### src/sv/co2fc_pkg.sv
// Shared types and constants for the CO2 sensor frame checker.
package co2fc_pkg;

  localparam int unsigned PpmW   = 16;
  localparam int unsigned ByteW  = 8;
  localparam int unsigned IndexW = 4;

  localparam logic [IndexW-1:0] FRAME_LEN  = 4'd9;
  localparam logic [IndexW-1:0] POS_START  = 4'd0;
  localparam logic [IndexW-1:0] POS_CMD    = 4'd1;
  localparam logic [IndexW-1:0] POS_PPM_HI = 4'd2;
  localparam logic [IndexW-1:0] POS_PPM_LO = 4'd3;
  localparam logic [IndexW-1:0] POS_STATUS = 4'd5;
  localparam logic [IndexW-1:0] POS_LAST_SUMMED = 4'd7;

  localparam logic [ByteW-1:0] START_BYTE = 8'hFF;
  localparam logic [ByteW-1:0] CMD_BYTE   = 8'h86;

  localparam logic [PpmW-1:0] WARN_RESET  = 16'd1000;
  localparam logic [PpmW-1:0] ALERT_RESET = 16'd2000;
  localparam logic [PpmW-1:0] MAX_RESET   = 16'd10000;

  typedef enum logic [1:0] {
    CMD_RX_BYTE = 2'd0,
    CMD_RESTART = 2'd1,
    CMD_TIMEOUT = 2'd2
  } cmd_e;

  typedef enum logic [2:0] {
    V_OK        = 3'd0,
    V_SHORT     = 3'd1,
    V_BAD_START = 3'd2,
    V_BAD_CMD   = 3'd3,
    V_BAD_SUM   = 3'd4,
    V_RANGE     = 3'd5
  } verdict_e;

  typedef enum logic [1:0] {
    LVL_NORMAL  = 2'd0,
    LVL_WARNING = 2'd1,
    LVL_ALERT   = 2'd2
  } level_e;

  typedef enum logic [1:0] {
    REG_WARN  = 2'd0,
    REG_ALERT = 2'd1,
    REG_MAX   = 2'd2
  } reg_e;

  typedef struct packed {
    logic [PpmW-1:0] warn_level;
    logic [PpmW-1:0] alert_level;
    logic [PpmW-1:0] max_valid;
  } cfg_t;

  typedef struct packed {
    verdict_e         verdict;
    logic [PpmW-1:0]  co2_ppm;
    logic [ByteW-1:0] sensor_status;
    level_e           air_level;
  } result_t;

endpackage

### src/sv/co2fc_frame.sv
// Frame state tracking and verdict logic, one beat per cycle.
module co2fc_frame (
  input  logic                        clk_i,
  input  logic                        rst_ni,
  input  logic                        beat_i,
  input  logic [1:0]                  command_i,
  input  logic [co2fc_pkg::ByteW-1:0] rx_byte_i,
  input  co2fc_pkg::cfg_t             cfg_i,
  output logic                        res_valid_o,
  output co2fc_pkg::result_t          res_o
);

  logic [co2fc_pkg::IndexW-1:0] idx_q, idx_d;
  logic [co2fc_pkg::ByteW-1:0]  sum_q, sum_d;
  co2fc_pkg::verdict_e          err_q, err_d;
  logic [co2fc_pkg::ByteW-1:0]  ppm_hi_q, ppm_hi_d;
  logic [co2fc_pkg::ByteW-1:0]  ppm_lo_q, ppm_lo_d;
  logic [co2fc_pkg::ByteW-1:0]  status_q, status_d;

  logic                         open_frame;
  logic [co2fc_pkg::ByteW-1:0]  expect_sum;
  logic [co2fc_pkg::PpmW-1:0]   ppm;
  co2fc_pkg::verdict_e          err_fin;
  co2fc_pkg::level_e            level;

  assign open_frame = (idx_q < co2fc_pkg::FRAME_LEN);
  assign expect_sum = co2fc_pkg::ByteW'(8'd0 - sum_q);
  assign ppm        = {ppm_hi_q, ppm_lo_q};

  always_comb begin
    err_fin = err_q;
    if (err_q == co2fc_pkg::V_OK && rx_byte_i != expect_sum) begin
      err_fin = co2fc_pkg::V_BAD_SUM;
    end
    if (ppm >= cfg_i.alert_level) begin
      level = co2fc_pkg::LVL_ALERT;
    end else if (ppm >= cfg_i.warn_level) begin
      level = co2fc_pkg::LVL_WARNING;
    end else begin
      level = co2fc_pkg::LVL_NORMAL;
    end
  end

  always_comb begin
    idx_d       = idx_q;
    sum_d       = sum_q;
    err_d       = err_q;
    ppm_hi_d    = ppm_hi_q;
    ppm_lo_d    = ppm_lo_q;
    status_d    = status_q;
    res_valid_o = 1'b0;
    res_o       = '{verdict: co2fc_pkg::V_OK, co2_ppm: '0, sensor_status: '0,
                    air_level: co2fc_pkg::LVL_NORMAL};
    if (beat_i) begin
      case (co2fc_pkg::cmd_e'(command_i))
        co2fc_pkg::CMD_RESTART: begin
          idx_d    = co2fc_pkg::POS_START;
          sum_d    = '0;
          err_d    = co2fc_pkg::V_OK;
          ppm_hi_d = '0;
          ppm_lo_d = '0;
          status_d = '0;
        end
        co2fc_pkg::CMD_TIMEOUT: begin
          if (open_frame) begin
            idx_d         = co2fc_pkg::FRAME_LEN;
            res_valid_o   = 1'b1;
            res_o.verdict = co2fc_pkg::V_SHORT;
          end
        end
        co2fc_pkg::CMD_RX_BYTE: begin
          if (open_frame) begin
            if (idx_q == co2fc_pkg::POS_START) begin
              if (rx_byte_i != co2fc_pkg::START_BYTE && err_q == co2fc_pkg::V_OK) begin
                err_d = co2fc_pkg::V_BAD_START;
              end
              idx_d = idx_q + 4'd1;
            end else if (idx_q <= co2fc_pkg::POS_LAST_SUMMED) begin
              if (idx_q == co2fc_pkg::POS_CMD && rx_byte_i != co2fc_pkg::CMD_BYTE &&
                  err_q == co2fc_pkg::V_OK) begin
                err_d = co2fc_pkg::V_BAD_CMD;
              end
              if (idx_q == co2fc_pkg::POS_PPM_HI) ppm_hi_d = rx_byte_i;
              if (idx_q == co2fc_pkg::POS_PPM_LO) ppm_lo_d = rx_byte_i;
              if (idx_q == co2fc_pkg::POS_STATUS) status_d = rx_byte_i;
              sum_d = sum_q + rx_byte_i;
              idx_d = idx_q + 4'd1;
            end else begin
              // checksum byte: close frame and report
              idx_d       = co2fc_pkg::FRAME_LEN;
              err_d       = err_fin;
              res_valid_o = 1'b1;
              if (err_fin != co2fc_pkg::V_OK) begin
                res_o.verdict = err_fin;
              end else if (ppm == '0 || ppm > cfg_i.max_valid) begin
                res_o.verdict       = co2fc_pkg::V_RANGE;
                res_o.co2_ppm       = ppm;
                res_o.sensor_status = status_q;
              end else begin
                res_o.verdict       = co2fc_pkg::V_OK;
                res_o.co2_ppm       = ppm;
                res_o.sensor_status = status_q;
                res_o.air_level     = level;
              end
            end
          end
        end
        default: ;
      endcase
    end
  end

  always_ff @(posedge clk_i or negedge rst_ni) begin
    if (!rst_ni) begin
      idx_q    <= co2fc_pkg::FRAME_LEN;
      sum_q    <= '0;
      err_q    <= co2fc_pkg::V_OK;
      ppm_hi_q <= '0;
      ppm_lo_q <= '0;
      status_q <= '0;
    end else begin
      idx_q    <= idx_d;
      sum_q    <= sum_d;
      err_q    <= err_d;
      ppm_hi_q <= ppm_hi_d;
      ppm_lo_q <= ppm_lo_d;
      status_q <= status_d;
    end
  end

endmodule

### config.mk
export PLATFORM = sky130hd
export DESIGN_NAME = co2fc_frame
export DESIGN_NICKNAME = d
export VERILOG_FILES = /design/src/sv/co2fc_pkg.sv /design/src/sv/co2fc_frame.sv
export SDC_FILE = /design/constraint.sdc
export NUM_CORES = 1
export LEC_CHECK = 0
export BUFFER_PORTS_ARGS = -buffer_cell sky130_fd_sc_hd__buf_2
export CORE_UTILIZATION = 45
export DETAILED_ROUTE_END_ITERATION = 16
export PLACE_DENSITY = 0.69
export SLEW_MARGIN = 15
export SYNTH_ARGS = -nofsm -noshare
export SYNTH_HDL_FRONTEND = slang
export SYNTH_SLANG_ARGS = --single-unit
### constraint.sdc
create_clock -name clk_i -period 2.98 [get_ports clk_i]
set_input_delay 0.149 -clock clk_i [delete_from_list [all_inputs] [get_ports clk_i]]
set_output_delay 0.149 -clock clk_i [all_outputs]
set_load 0.05 [all_outputs]
-- Yosys cells after proc, flatten, opt, wreduce, memory -nomap -nowiden
Index checks and enable logic that the tools add are counted.
- add/sub/neg operators: 3
- magnitude comparators: 5
- equal/unequal tests: 18
- multiplexer cells: 50
- reductions and logical operators: 18
- operator list (kind ; count):
    2-to-1 mux 8 bit ; 15
    2-to-1 mux 29 bit ; 4
    one-hot mux 8 bit (2 select lines) ; 4
    2-to-1 mux 26 bit ; 2
    >= comparator 16 bit ; 2
    2-to-1 mux 27 bit ; 1
    2-to-1 mux 3 bit ; 7
    AND reduction 6 bit ; 3
    > comparator 16 bit ; 1
    logical NOT 16 bit ; 1
    2-to-1 mux 4 bit ; 4
    inequality test 8 bit (second input constant) ; 2
    inequality test 2 bit (second input constant) ; 7
    one-hot mux 3 bit (2 select lines) ; 2
    one-hot mux 4 bit (3 select lines) ; 1
    AND reduction 5 bit ; 2
    adder 8 bit ; 1
    equality test 4 x 2 -> 1 bit (second input constant) ; 2
    inequality test 8 bit ; 1
    subtractor 1 x 8 -> 8 bit (first input constant) ; 1
    2-to-1 mux 1 bit ; 7
    nonzero test 3 bit ; 2
    adder 4 x 1 -> 4 bit (second input constant) ; 1
    equality test 4 x 1 -> 1 bit (second input constant) ; 1
    16 further kinds ; 20
- register bits: 39

-- Logic depth before layout (Yosys ltp)
- word-level depth: 11
- depth in mapped cells: 9
- depth with buffers taken out: 8

-- Worst setup path after synthesis
Ideal clock, no wire load.
- kind: register to output
- start point: register sum_q[1] (netlist bit)
- end point: output res_o[0] (netlist bit)
- arrival: 2.932 ns
- data required time: 2.831 ns
- setup slack: -0.101 ns
- stages on the path, launching flop included: 9
- buffers on the path: 0
- cells stage by stage: dfrtp_1 > inv_1 > ha_1 > or3b_1 > nor3_1 > xnor2_1 > o2111ai_2 > or3_4 > nor4b_2
- RTL lines (element ; line ; source):
    from (decl) ; co2fc_frame.sv:14 ; logic [co2fc_pkg::ByteW-1:0] sum_q, sum_d;
    from (signal assigned) ; co2fc_frame.sv:123 ; sum_q <= sum_d;
    to (decl) ; co2fc_frame.sv:10 ; output co2fc_pkg::result_t res_o

==> flow_summary.json <==
{
  "critical_path_class": "reg2out",
  "count_of_pins_on_the_block_boundary": 91,
  "critical_path_arrival_ps": 2710,
  "initialDrtViolationCount": 98,
  "postPlaceCellArea_um2": 4303,
  "share_of_post_route_cells_with_drive_strength_above_1_pct": 27.38,
  "final_design_area_no_fill_um2": 4464,
  "hold_viol": 0,
  "grt_max_degree": 40,
  "crit_path_cell_trace": "inv_1 > ha_1 > or3b_1 > nor3_2 > xnor2_1 > o2111ai_2 > or3_4 > nor4b_4 > buf_6",
  "synth_cells": 418,
  "hpwl_mm": 7.490,
  "antenna_found_initial": 0,
  "cts_tree": "done",
  "ant_nets": 0,
  "via_per_inst": 5.511,
  "die_w_um": 92.98,
  "outcome": "finished clean",
  "slew_violations": 0,
  "syn_to_final_growth_pct": 19.85,
  "nFillCells": 757,
  "timing.critical_path.required_ps": 2830,
  "placeableCoreArea_um2": 7848,
  "wl_mm": 9.358,
  "reg2reg_slack_ps": 460,
  "final-instance-count-excl-fill": 617,
  "port_buffers": 90,
  "worst_skew_late_latency_ps": 300,
  "fin_setup_tns_ps": 0,
  "hold_class": "in2reg",
  "synthesis.nets": 540,
  "holdPathEnd": "err_q[1]",
  "post-route-min-period_ps": 2860,
  "drv_cap": 0,
  "ys.warnings.count": 0,
  "layout.area.seq_um2": 978.4,
  "synth_edf_count": 0,
  "crit-reg2reg-capture": "ppm_lo_q[4]",
  "cts_made_buffers": 5,
  "die_height_um": 92.98,
  "final_net_count": 636,
  "n_antenna_cell": 0,
  "multiInputGateArea_um2": 2519,
  "worst-path-max-fanout": 3,
  "worst_hold_startpoint": "beat_i",
  "tritoncts_num_sinks": 39,
  "rsz0062_at_grt": "false",
  "gp_congestion": 0.8780,
  "max-vdd-ir-drop_uv": 320.3,
  "yosysUniqueCellTypes": 58,
  "slew_of_the_pin_with_the_lowest_slew_margin_ps": 882.6,
  "critical-path-max-stage-delay_ps": 410,
  "fin_skew_ps": 12.11,
  "synth.avg_cell_area_um2": 8.911,
  "via_count_of_the_first_global_routing_pass": 3382,
  "slew_margin_rel_pct": 41.16,
  "postLayoutCoreUtil_pct": 56.89,
  "post-route-period-util_pct": 95.97,
  "worst-r2r-cell-count": 8,
  "placementRows": 32,
  "vias_after_detailed_routing": 3400,
  "power-per-cell-area_nw_per_um2": 440.8,
  "max-clock-path-buffers": 2,
  "grt_overflow": 0,
  "wire_length_of_the_first_global_routing_pass_mm": 15.90,
  "async_reset_ff_share_pct": 100.0,
  "worstHoldPathCells": 2,
  "yosys_register_bits": 39,
  "kind_of_launch_point_of_the_worst_setup_path": "flip-flop",
  "r2r-start": "idx_q[0]",
  "clock_tree.root_cell": "clkbuf_8",
  "drt-wirelength-per-cell_um": 15.17,
  "dp_cells": 606,
  "detailedRoute.firstPassIterationCount": 4,
  "cts.reportedPaths.clkPinSlew_ps": 90,
  "timing.critical_path.to_type": "output pin",
  "final-setup-viol-count": 0,
  "dieArea_um2": 8645,
  "floorplan.initialDensity_pct": 47.46,
  "max_freq_mhz": 349.7,
  "cellLeakagePower_uw": 0.002477,
  "synth_flop_cell": "dfrtp_1",
  "global_route.usage.total_pct": 23.06,
  "yosysSeqAreaShare_pct": 26.27,
  "crit_slowest_cell": "or3_4",
  "drcViolationCount": 0,
  "ctsHtreeMaxLevel": 2,
  "summed_instance_area_of_the_synthesized_netlist_um2": 3725
}
-- power by group --
part           internal, uW  switching [uW]  total, uW  leakage [uW]
Combinational           379             392        771       0.00190
Sequential              607             123        730      0.000519
Clock                   254             213        467     0.0000587
Total                  1240             728       1970       0.00248
-- worst max-delay path, delay by kind of cell (launching register included) --
family | cells | cell delay (ps)
adders and majority gates | 1 | 160
xor gates and xnor gates | 1 | 160
buffers and inverters | 2 | 250
DFF | 1 | 390
and+or+nand+nor | 4 | 1260
AOI/OAI and AO/OA | 1 | 180
-- what timing repair did --
item,4_1_cts,5_1_grt
hold buffers,1,0
gates resized for setup,3,4
endpoints found under the hold margin,30,0
setup buffers,2,0
pin swaps,1,1
setup endpoints to repair,5,4
-- layer usage --
| metal | share of wire, % | vias up | track usage, % |
|---|---|---|---|
| li1 | - | 1684 | - |
| met4 | 1.8 | 0 | 6.795 |
| met2 | 47 | 93 | 40.38 |
| met3 | 4.0 | 16 | 2.358 |
| met1 | 47 | 1607 | 29.94 |
| met5 | 0 | - | 0 |
-- flip-flops by register name (all words and copies together), names as in the netlist --
register	flops
ppm_hi_q	8
ppm_lo_q	8
status_q	8
sum_q	8
idx_q	4
err_q	3
-- cell usage after synthesis, drive strengths merged, types with 2 or more instances --
master | instances | area (um^2)
o31ai | 2 | 20.02
ha | 60 | 750.7
o211ai | 4 | 30.03
and2 | 33 | 206.5
or3 | 2 | 17.52
mux2 | 23 | 259.0
nand2 | 14 | 52.55
a21oi | 28 | 140.1
a22o | 7 | 62.56
nor4 | 7 | 43.79
o221ai | 2 | 17.52
a211oi | 5 | 37.54
and3 | 3 | 18.77
o21a | 2 | 15.01
nand4 | 9 | 56.30
xor2 | 6 | 52.55
nor4b | 2 | 23.77
nand3 | 5 | 25.02
or4 | 3 | 26.27
dfstp | 2 | 52.55
nor3b | 3 | 22.52
nor2b | 6 | 37.54
nand2b | 4 | 25.02
o21bai | 2 | 15.01
o2111ai | 2 | 23.77
clkbuf | 7 | 27.52
nor2 | 22 | 82.58
xnor2 | 7 | 61.31
dfrtp | 37 | 925.9
nor3 | 10 | 60.06
inv | 54 | 202.7
o21ai | 15 | 75.07
a31oi | 3 | 18.77
a2111oi | 2 | 17.52
a21o | 11 | 82.58
-- area by class of cell --
class | instances | share of cell area (%)
tap | 102 | 2.859
clock inverter | 3 | 1.065
multi-input combinational | 317 | 56.42
timing repair buffer | 97 | 11.66
inverter | 54 | 4.540
clock buffer | 5 | 1.541
sequential | 39 | 21.92
-- worst max path at each step --
stage | to | depth (start not counted) | startpoint
finish | res_o[0] | 9 | sum_q[1]
global route | res_o[1] | 10 | sum_q[1]
CTS | res_o[0] | 9 | sum_q[1]
floorplan | res_o[26] | 8 | sum_q[1]
detailed placement | res_o[0] | 9 | sum_q[0]
global placement | res_o[0] | 9 | sum_q[0]
-- cell families after synthesis --
logic type,after synthesis,share of synthesized area (%)
buffers and inverters,62,6.483
AO/OA/AOI/OAI,92,16.63
adder cells (fa/ha/maj),61,20.69
multiplexers,24,7.222
XOR/XNOR,13,3.057
AND/OR/NAND/NOR,127,19.65
flip-flops,39,26.27
-- cells in the final DEF (no fill, tap or decap), types with 6 or more instances in the layout --
cell type / count
ha_1: 60
xor2_1: 6
inv_1: 54
nand4_1: 9
a21oi_1: 28
nor2b_1: 6
nor3_1: 7
buf_2: 87
o21ai_0: 12
a22o_1: 6
and2_1: 33
a21o_1: 11
nor4_1: 7
mux2_2: 23
nor2_1: 22
nand2_1: 14
xnor2_1: 7
dfrtp_1: 37
-- metrics by stage --
stage | worst slack, ps | hold WS (ps) | power [uW]
floorplan | 93.96 | -146.6 | 1276
global placement | 252.9 | 310.0 | 1466
detailed placement | 166.0 | 320.5 | 1503
CTS | 55.34 | 108.9 | 1979
global route | 27.90 | 109.4 | 2116
finish | 120.1 | 109.0 | 1968
No activity file was read; power rests on OpenSTA's default activity.
